--- config.mk ---
export PLATFORM = sky130hd
export DESIGN_NAME = bounded_top_k_queue_unit
export DESIGN_NICKNAME = d
export VERILOG_FILES = /design/src/btkq_pkg.sv /design/src/bounded_top_k_queue_unit.sv /design/src/btkq_cell.sv
export SDC_FILE = /design/constraint.sdc
export NUM_CORES = 2
export LEC_CHECK = 0
export BUFFER_PORTS_ARGS = -buffer_cell sky130_fd_sc_hd__buf_2
export CORE_MARGIN = 3
export CORE_UTILIZATION = 50
export CTS_BUF_LIST = sky130_fd_sc_hd__clkbuf_8
export DETAILED_ROUTE_END_ITERATION = 8
export GPL_ROUTABILITY_DRIVEN = 0
export PLACE_DENSITY = 0.71
export REMOVE_ABC_BUFFERS = 1
export SLEW_MARGIN = 10
export SYNTH_ARGS = -nofsm -noshare
export SYNTH_HDL_FRONTEND = slang
export SYNTH_SLANG_ARGS = --single-unit
--- constraint.sdc ---
create_clock -name clk -period 11.9 [get_ports clk]
set_clock_uncertainty 0.05 [all_clocks]
set_input_delay 1.785 -clock clk [delete_from_list [all_inputs] [get_ports clk]]
set_output_delay 1.785 -clock clk [all_outputs]
set_load 0.005 [all_outputs]
--- src/btkq_pkg.sv ---
// package: payload types, cell interface types and constants of the top-k queue
`timescale 1ns / 1ps
package btkq_pkg;

	localparam int KEY_W     = 32;
	localparam int TAG_W     = 16;
	localparam int OCC_W     = 6;
	localparam int CAP_W     = 6;
	localparam int CFG_W     = 32;
	localparam int CFG_IDX_W = 2;
	localparam int DEPTH_DEF = 32;

	localparam logic [CFG_IDX_W-1:0] CFG_CAPACITY  = 2'd0;
	localparam logic [CFG_IDX_W-1:0] CFG_THR_EN    = 2'd1;
	localparam logic [CFG_IDX_W-1:0] CFG_THRESHOLD = 2'd2;

	localparam logic [CAP_W-1:0] CAPACITY_RST = 6'd32;

	localparam logic KIND_INSERT = 1'b0;
	localparam logic KIND_POP    = 1'b1;

	typedef struct packed {
		logic                    kind;
		logic signed [KEY_W-1:0] entry_key;
		logic [TAG_W-1:0]        entry_tag;
	} in_item_t;

	typedef struct packed {
		logic                    stored;
		logic                    evicted;
		logic                    pop_valid;
		logic signed [KEY_W-1:0] out_key;
		logic [TAG_W-1:0]        out_tag;
		logic [OCC_W-1:0]        occupancy;
	} out_item_t;

	// one queue slot as it moves between neighboring cells
	typedef struct packed {
		logic                    valid;
		logic signed [KEY_W-1:0] key;
		logic [TAG_W-1:0]        tag;
	} entry_t;

	// command broadcast to every cell
	typedef struct packed {
		logic                    insert;
		logic                    pop;
		logic                    grow;
		logic signed [KEY_W-1:0] key;
		logic [TAG_W-1:0]        tag;
	} cell_ctl_t;

endpackage

--- src/bounded_top_k_queue_unit.sv ---
// top level: bounded top-k priority queue built as a chain of sorting cells
`timescale 1ns / 1ps
// usage
//   in channel (in_valid, in_stall, in_data): kind selects insert or pop of the largest entry
//   out channel (out_valid, out_stall, out_data): exactly one result per input transfer
//   config port (cfg_wr_en, cfg_index, cfg_wdata): capacity, threshold enable, threshold;
//     write only while the queue is idle, unknown indexes are ignored
// timing and throughput
//   a result appears in the cycle after its input transfer; while the receiver does
//   not stall, one item per cycle is sustained, since every cell compares against the
//   broadcast key in parallel and shifts with its neighbor in the same cycle
// stalls
//   the result register holds while out_stall is high; in_stall rises only while a
//   result waits and the receiver stalls, so a new transfer is taken in the cycle
//   the old result leaves
// reset
//   arst_n clears all slot valid bits, the fill count and the result valid, and
//   loads capacity 32, threshold disabled, threshold 0; slot payloads are not reset
module bounded_top_k_queue_unit
	import btkq_pkg::*;
#(
	parameter int DEPTH = DEPTH_DEF
) (
	input  logic                 clk,
	input  logic                 arst_n,
	input  logic                 in_valid,
	output logic                 in_stall,
	input  in_item_t             in_data,
	output logic                 out_valid,
	input  logic                 out_stall,
	output out_item_t            out_data,
	input  logic                 cfg_wr_en,
	input  logic [CFG_IDX_W-1:0] cfg_index,
	input  logic [CFG_W-1:0]     cfg_wdata
);

	localparam int FILL_W = $clog2(DEPTH + 1);
	localparam int CMP_W  = (FILL_W > CAP_W) ? FILL_W : CAP_W;

	// configuration registers
	logic [CAP_W-1:0]        capacity_q;
	logic                    thr_en_q;
	logic signed [KEY_W-1:0] threshold_q;

	logic [FILL_W-1:0] fill_q;
	logic [FILL_W-1:0] fill_d;

	out_item_t res_q;
	logic      out_valid_q;

	cell_ctl_t ctl;
	entry_t    slots [DEPTH];
	logic      gt    [DEPTH];
	logic      ge    [DEPTH];
	logic [DEPTH-1:0] beats_last;

	logic accept;
	logic is_pop;
	logic full;
	logic above_last;
	logic above_thr;
	logic ins_take;
	logic pop_hit;

	assign in_stall  = out_valid_q && out_stall;
	assign accept    = in_valid && !in_stall;
	assign is_pop    = (in_data.kind == KIND_POP);
	assign out_valid = out_valid_q;
	assign out_data  = res_q;

	// full when fill reaches the capacity, which saturates at the chain length
	assign full = (CMP_W'(fill_q) >= CMP_W'(capacity_q)) || (fill_q == FILL_W'(DEPTH));

	// the new key beats the smallest entry when the last valid cell holds a lower key
	always_comb begin
		for (int i = 0; i < DEPTH; i++) begin
			if (i == DEPTH - 1) begin
				beats_last[i] = slots[i].valid && !ge[i];
			end else begin
				beats_last[i] = slots[i].valid && !slots[i+1].valid && !ge[i];
			end
		end
	end
	assign above_last = |beats_last;
	assign above_thr  = !thr_en_q || (in_data.entry_key > threshold_q);
	assign ins_take   = !full || (above_last && above_thr);
	assign pop_hit    = (fill_q != '0);

	always_comb begin
		ctl.insert = accept && !is_pop && ins_take;
		ctl.pop    = accept && is_pop && pop_hit;
		ctl.grow   = !full;
		ctl.key    = in_data.entry_key;
		ctl.tag    = in_data.entry_tag;
	end

	// the chain: cell 0 holds the largest key, data shifts right on insert, left on pop
	for (genvar g = 0; g < DEPTH; g++) begin : g_cell
		entry_t left_ent;
		entry_t right_ent;
		logic   left_gt;
		if (g == 0) begin : g_head
			assign left_ent = '0;
			assign left_gt  = 1'b1;
		end else begin : g_body
			assign left_ent = slots[g-1];
			assign left_gt  = gt[g-1];
		end
		if (g == DEPTH - 1) begin : g_tail
			assign right_ent = '0;
		end else begin : g_next
			assign right_ent = slots[g+1];
		end
		btkq_cell u_cell (
			.clk     (clk),
			.arst_n  (arst_n),
			.ctl     (ctl),
			.left    (left_ent),
			.left_gt (left_gt),
			.right   (right_ent),
			.slot    (slots[g]),
			.gt      (gt[g]),
			.ge      (ge[g])
		);
	end

	always_comb begin
		fill_d = fill_q;
		if (ctl.insert && ctl.grow) begin
			fill_d = fill_q + FILL_W'(1);
		end else if (ctl.pop) begin
			fill_d = fill_q - FILL_W'(1);
		end
	end

	always_ff @(posedge clk or negedge arst_n) begin
		if (!arst_n) begin
			capacity_q  <= CAPACITY_RST;
			thr_en_q    <= 1'b0;
			threshold_q <= '0;
		end else if (cfg_wr_en) begin
			unique case (cfg_index)
				CFG_CAPACITY:  capacity_q  <= cfg_wdata[CAP_W-1:0];
				CFG_THR_EN:    thr_en_q    <= cfg_wdata[0];
				CFG_THRESHOLD: threshold_q <= $signed(cfg_wdata[KEY_W-1:0]);
				default: ;
			endcase
		end
	end

	always_ff @(posedge clk or negedge arst_n) begin
		if (!arst_n) begin
			fill_q      <= '0;
			out_valid_q <= 1'b0;
		end else begin
			fill_q <= fill_d;
			if (accept) begin
				out_valid_q <= 1'b1;
			end else if (!out_stall) begin
				out_valid_q <= 1'b0;
			end
		end
	end

	// result register, loaded on every input transfer
	always_ff @(posedge clk) begin
		if (accept) begin
			res_q.stored    <= !is_pop && ins_take;
			res_q.evicted   <= !is_pop && ins_take && full;
			res_q.pop_valid <= is_pop && pop_hit;
			res_q.out_key   <= (is_pop && pop_hit) ? slots[0].key : '0;
			res_q.out_tag   <= (is_pop && pop_hit) ? slots[0].tag : '0;
			res_q.occupancy <= OCC_W'(fill_d);
		end
	end

endmodule

--- src/btkq_cell.sv ---
// one slot of the sorted queue with its local compare and neighbor shift
`timescale 1ns / 1ps
module btkq_cell
	import btkq_pkg::*;
(
	input  logic      clk,
	input  logic      arst_n,
	input  cell_ctl_t ctl,
	input  entry_t    left,
	input  logic      left_gt,
	input  entry_t    right,
	output entry_t    slot,
	output logic      gt,
	output logic      ge
);

	logic                    valid_q;
	logic signed [KEY_W-1:0] key_q;
	logic [TAG_W-1:0]        tag_q;
	entry_t                  slot_cur;
	entry_t                  slot_d;

	assign slot_cur.valid = valid_q;
	assign slot_cur.key   = key_q;
	assign slot_cur.tag   = tag_q;

	assign slot = slot_cur;
	assign gt   = slot_cur.valid && (slot_cur.key > ctl.key);
	assign ge   = slot_cur.valid && (slot_cur.key >= ctl.key);

	always_comb begin
		slot_d = slot_cur;
		if (ctl.pop) begin
			slot_d = right;
		end else if (ctl.insert && !gt) begin
			// first cell not above the new key takes it, later cells shift down
			if (left_gt) begin
				slot_d.key = ctl.key;
				slot_d.tag = ctl.tag;
				slot_d.valid = ctl.grow ? 1'b1 : slot_cur.valid;
			end else begin
				slot_d.key = left.key;
				slot_d.tag = left.tag;
				slot_d.valid = ctl.grow ? left.valid : slot_cur.valid;
			end
		end
	end

	always_ff @(posedge clk or negedge arst_n) begin
		if (!arst_n) begin
			valid_q <= 1'b0;
		end else begin
			valid_q <= slot_d.valid;
		end
	end

	always_ff @(posedge clk) begin
		key_q <= slot_d.key;
		tag_q <= slot_d.tag;
	end

endmodule

==> flow_summary.ini <==
[synth]
synthArstFlopShare_pct = 4.67
ys_seq_elements = 1671
synth_cells = 10900
ys_seq_area_share_pct = 46.4
synth_enable_flop_cells = 1545
netlist_area_um2 = 106000
synth_ff_type = edfxtp_1
avgSynthCellArea_um2 = 9.71
synth_warnings = 0
yosysUniqueCellTypes = 76

[grt]
gr-total-overflow = 0
grt_pass1_vias = 84400
grt_max_degree = 272
grt_pass1_wl_um = 462000
antenna_found_initial = 5
track_usage_pct = 26.3

[worst_setup_path]
crit_family = buffers and inverters
crit_path_frequent_cell = buf_4
crit_end = g_cell[7].u_cell.key_q[17]
crit_arrival_ps = 8550
crit_fanout = 50
r2r_slack_ps = 5260
max_stage_delay_ps = 750
start_kind = input port
crit_type = input port to flip-flop
cp_num_cells = 20
crit_buf_inv = 8
slowest_stage = o31ai_4
end_kind = flip-flop
r2r_cells = 15
required_ps = 12520
cp_cell_sequence = buf_2, buf_4, inv_2, buf_4, ha_1, nand4_1, or3_1, or4_1, a41oi_1, nor4_1, xnor2_1, a2111oi_1, clkbuf_2, and4_1, nand2_2, buf_4, a31oi_4, buf_4, o31ai_4, buf_4
timing.rr.start = g_cell[25].u_cell.key_q[17]
r2r-end = g_cell[7].u_cell.key_q[17]
cp-startpoint = in_data[47]

[cts]
numCtsBuffers = 309
cts_max_level = 5
root_buffer = clkbuf_8
cts_hold_buf = 0
cts_tree = built
cts.sinks = 1671
clk_latency_ps = 1070
cts_resized = 0
cts_setup_buffers = 0
clockBufferDepth = 4
path_clk_slew_ps = 50

[route]
final_antenna_net_count = 0
drt_wl_total_um = 297000
dr.pass1.iters = 8
drc_errors = 0
via_per_inst = 6.20
vias = 85600
drt_iter0_drc = 8384
wl_per_cell_um = 21.5

[floorplan]
ioPinCount = 147
die_h_um = 467
dieArea_um2 = 218000
fp-row-count = 168
start_util_pct = 50.5
die_x_um = 467
core_um2 = 210000

[sta]
max-slew-margin-rel_pct = 19.2
rsz0062_at_grt = false
setup_viol = 0
timing.setup.tns_ps = 0
max_slew.worst_pin.slew_ps = 1210
finalHoldViolations = 0
finalCriticalPeriod_ps = 7930
hold_slack_ps = 453
fmax_mhz = 126
min_period_over_period_pct = 66.7
drv_slew = 0

[status]
status = complete, no violations

[final_layout]
layout_common_cells = nand2_1 (1,753), o21ai_0 (1,609), edfxtp_1 (1,545)
area_delta_synth_final_pct = 8.32
drive_gt1_share_pct = 7.86
mostFrequentLayoutCell = nand2_1
layout.cells.non_filler = 13800
layout.nets = 11900

[power]
ir_drop_uv = 158
p_leak_nw = 44.5
cellPowerDensity_nw_per_um2 = 221
finalPower_mw = 25.5

[placement]
dp.final_hpwl_um = 214000
port_buffers = 146
place_inst = 13300

[hold_path]
min_path_type = flip-flop to flip-flop

[flow_run]
max-cap-violations = 0
area by class of cell:
type                            instances  area [µm²]
Sequential cell                      1671       49300
Clock inverter                        202        1010
Inverter                              149         561
Timing Repair Buffer                  310        2060
Antenna cell                           13        32.5
Multi-Input combinational cell       8339       54000
Fill cell                           18300       95400
Tap cell                             2805        3510
Clock buffer                          330        4540
power breakdown:
part,switching [mW],internal [mW]
clock network,2.55,2.70
logic,6.30,3.79
registers,1.22,8.92
cell families after synthesis:
logic type | after synthesis | synth area share [%]
AO/OA/AOI/OAI | 3215 | 16.7
AND/OR/NAND/NOR | 3170 | 12.7
flip-flops | 1671 | 46.4
adder cells (fa/ha/maj) | 1065 | 12.5
buffers and inverters | 921 | 3.29
multiplexers | 864 | 8.19
XOR/XNOR | 25 | 0.206
flip-flops by register name, indices dropped and copies added (netlist names):
register,count
threshold_q,32
thr_en_q,1
capacity_q,6
g_cell.u_cell.tag_q,512
out_valid,1
g_cell.u_cell.key_q,1024
out_data,57
g_cell.u_cell.valid_q,32
fill_q,6
synthesized netlist by cell type, types with 70 or more instances:
| master | n | area (µm²) |
|---|---|---|
| ha_1 | 1065 | 13300 |
| dfrtp_1 | 77 | 1930 |
| nand2_1 | 1756 | 6590 |
| o21ai_0 | 1630 | 8160 |
| mux2i_1 | 823 | 8240 |
| a21o_1 | 114 | 856 |
| nand4_1 | 164 | 1030 |
| a211oi_1 | 124 | 931 |
| inv_1 | 149 | 559 |
| nor2_1 | 792 | 2970 |
| clkbuf_1 | 691 | 2590 |
| buf_1 | 70 | 263 |
| a21oi_1 | 1042 | 5220 |
| nand3_1 | 127 | 636 |
| edfxtp_1 | 1545 | 46400 |
per-stage QoR:
stage | utilization (%) | worst slack [ps] | instance area (µm²)
global placement | 52.0 | 3130 | 109000
CTS | 54.6 | 4110 | 115000
finish | 54.7 | 3970 | 115000
global route | 54.7 | 3820 | 115000
detailed placement | 52.0 | 2960 | 109000
floorplan | - | -82550 | 103000
worst min path at each step:
stage / startpoint / endpoint / slack, ps / cells past startpoint
3_5_place_dp: threshold_q[3] / threshold_q[3] / 440 / 1
5_1_grt: threshold_q[27] / threshold_q[27] / 480 / 1
4_1_cts: threshold_q[22] / threshold_q[22] / 460 / 1
6_report: threshold_q[22] / threshold_q[22] / 450 / 1
2_1_floorplan: threshold_q[10] / threshold_q[10] / 430 / 1
3_3_place_gp: threshold_q[3] / threshold_q[3] / 440 / 1
metal layers:
metal / wire, µm / global-route usage (%)
met1: 128000 / 36.6
met2: 134000 / 41.2
met3: 23400 / 4.09
met4: 11200 / 10.1
met5: 0 / 0
(Power assumes the default switching activity.)
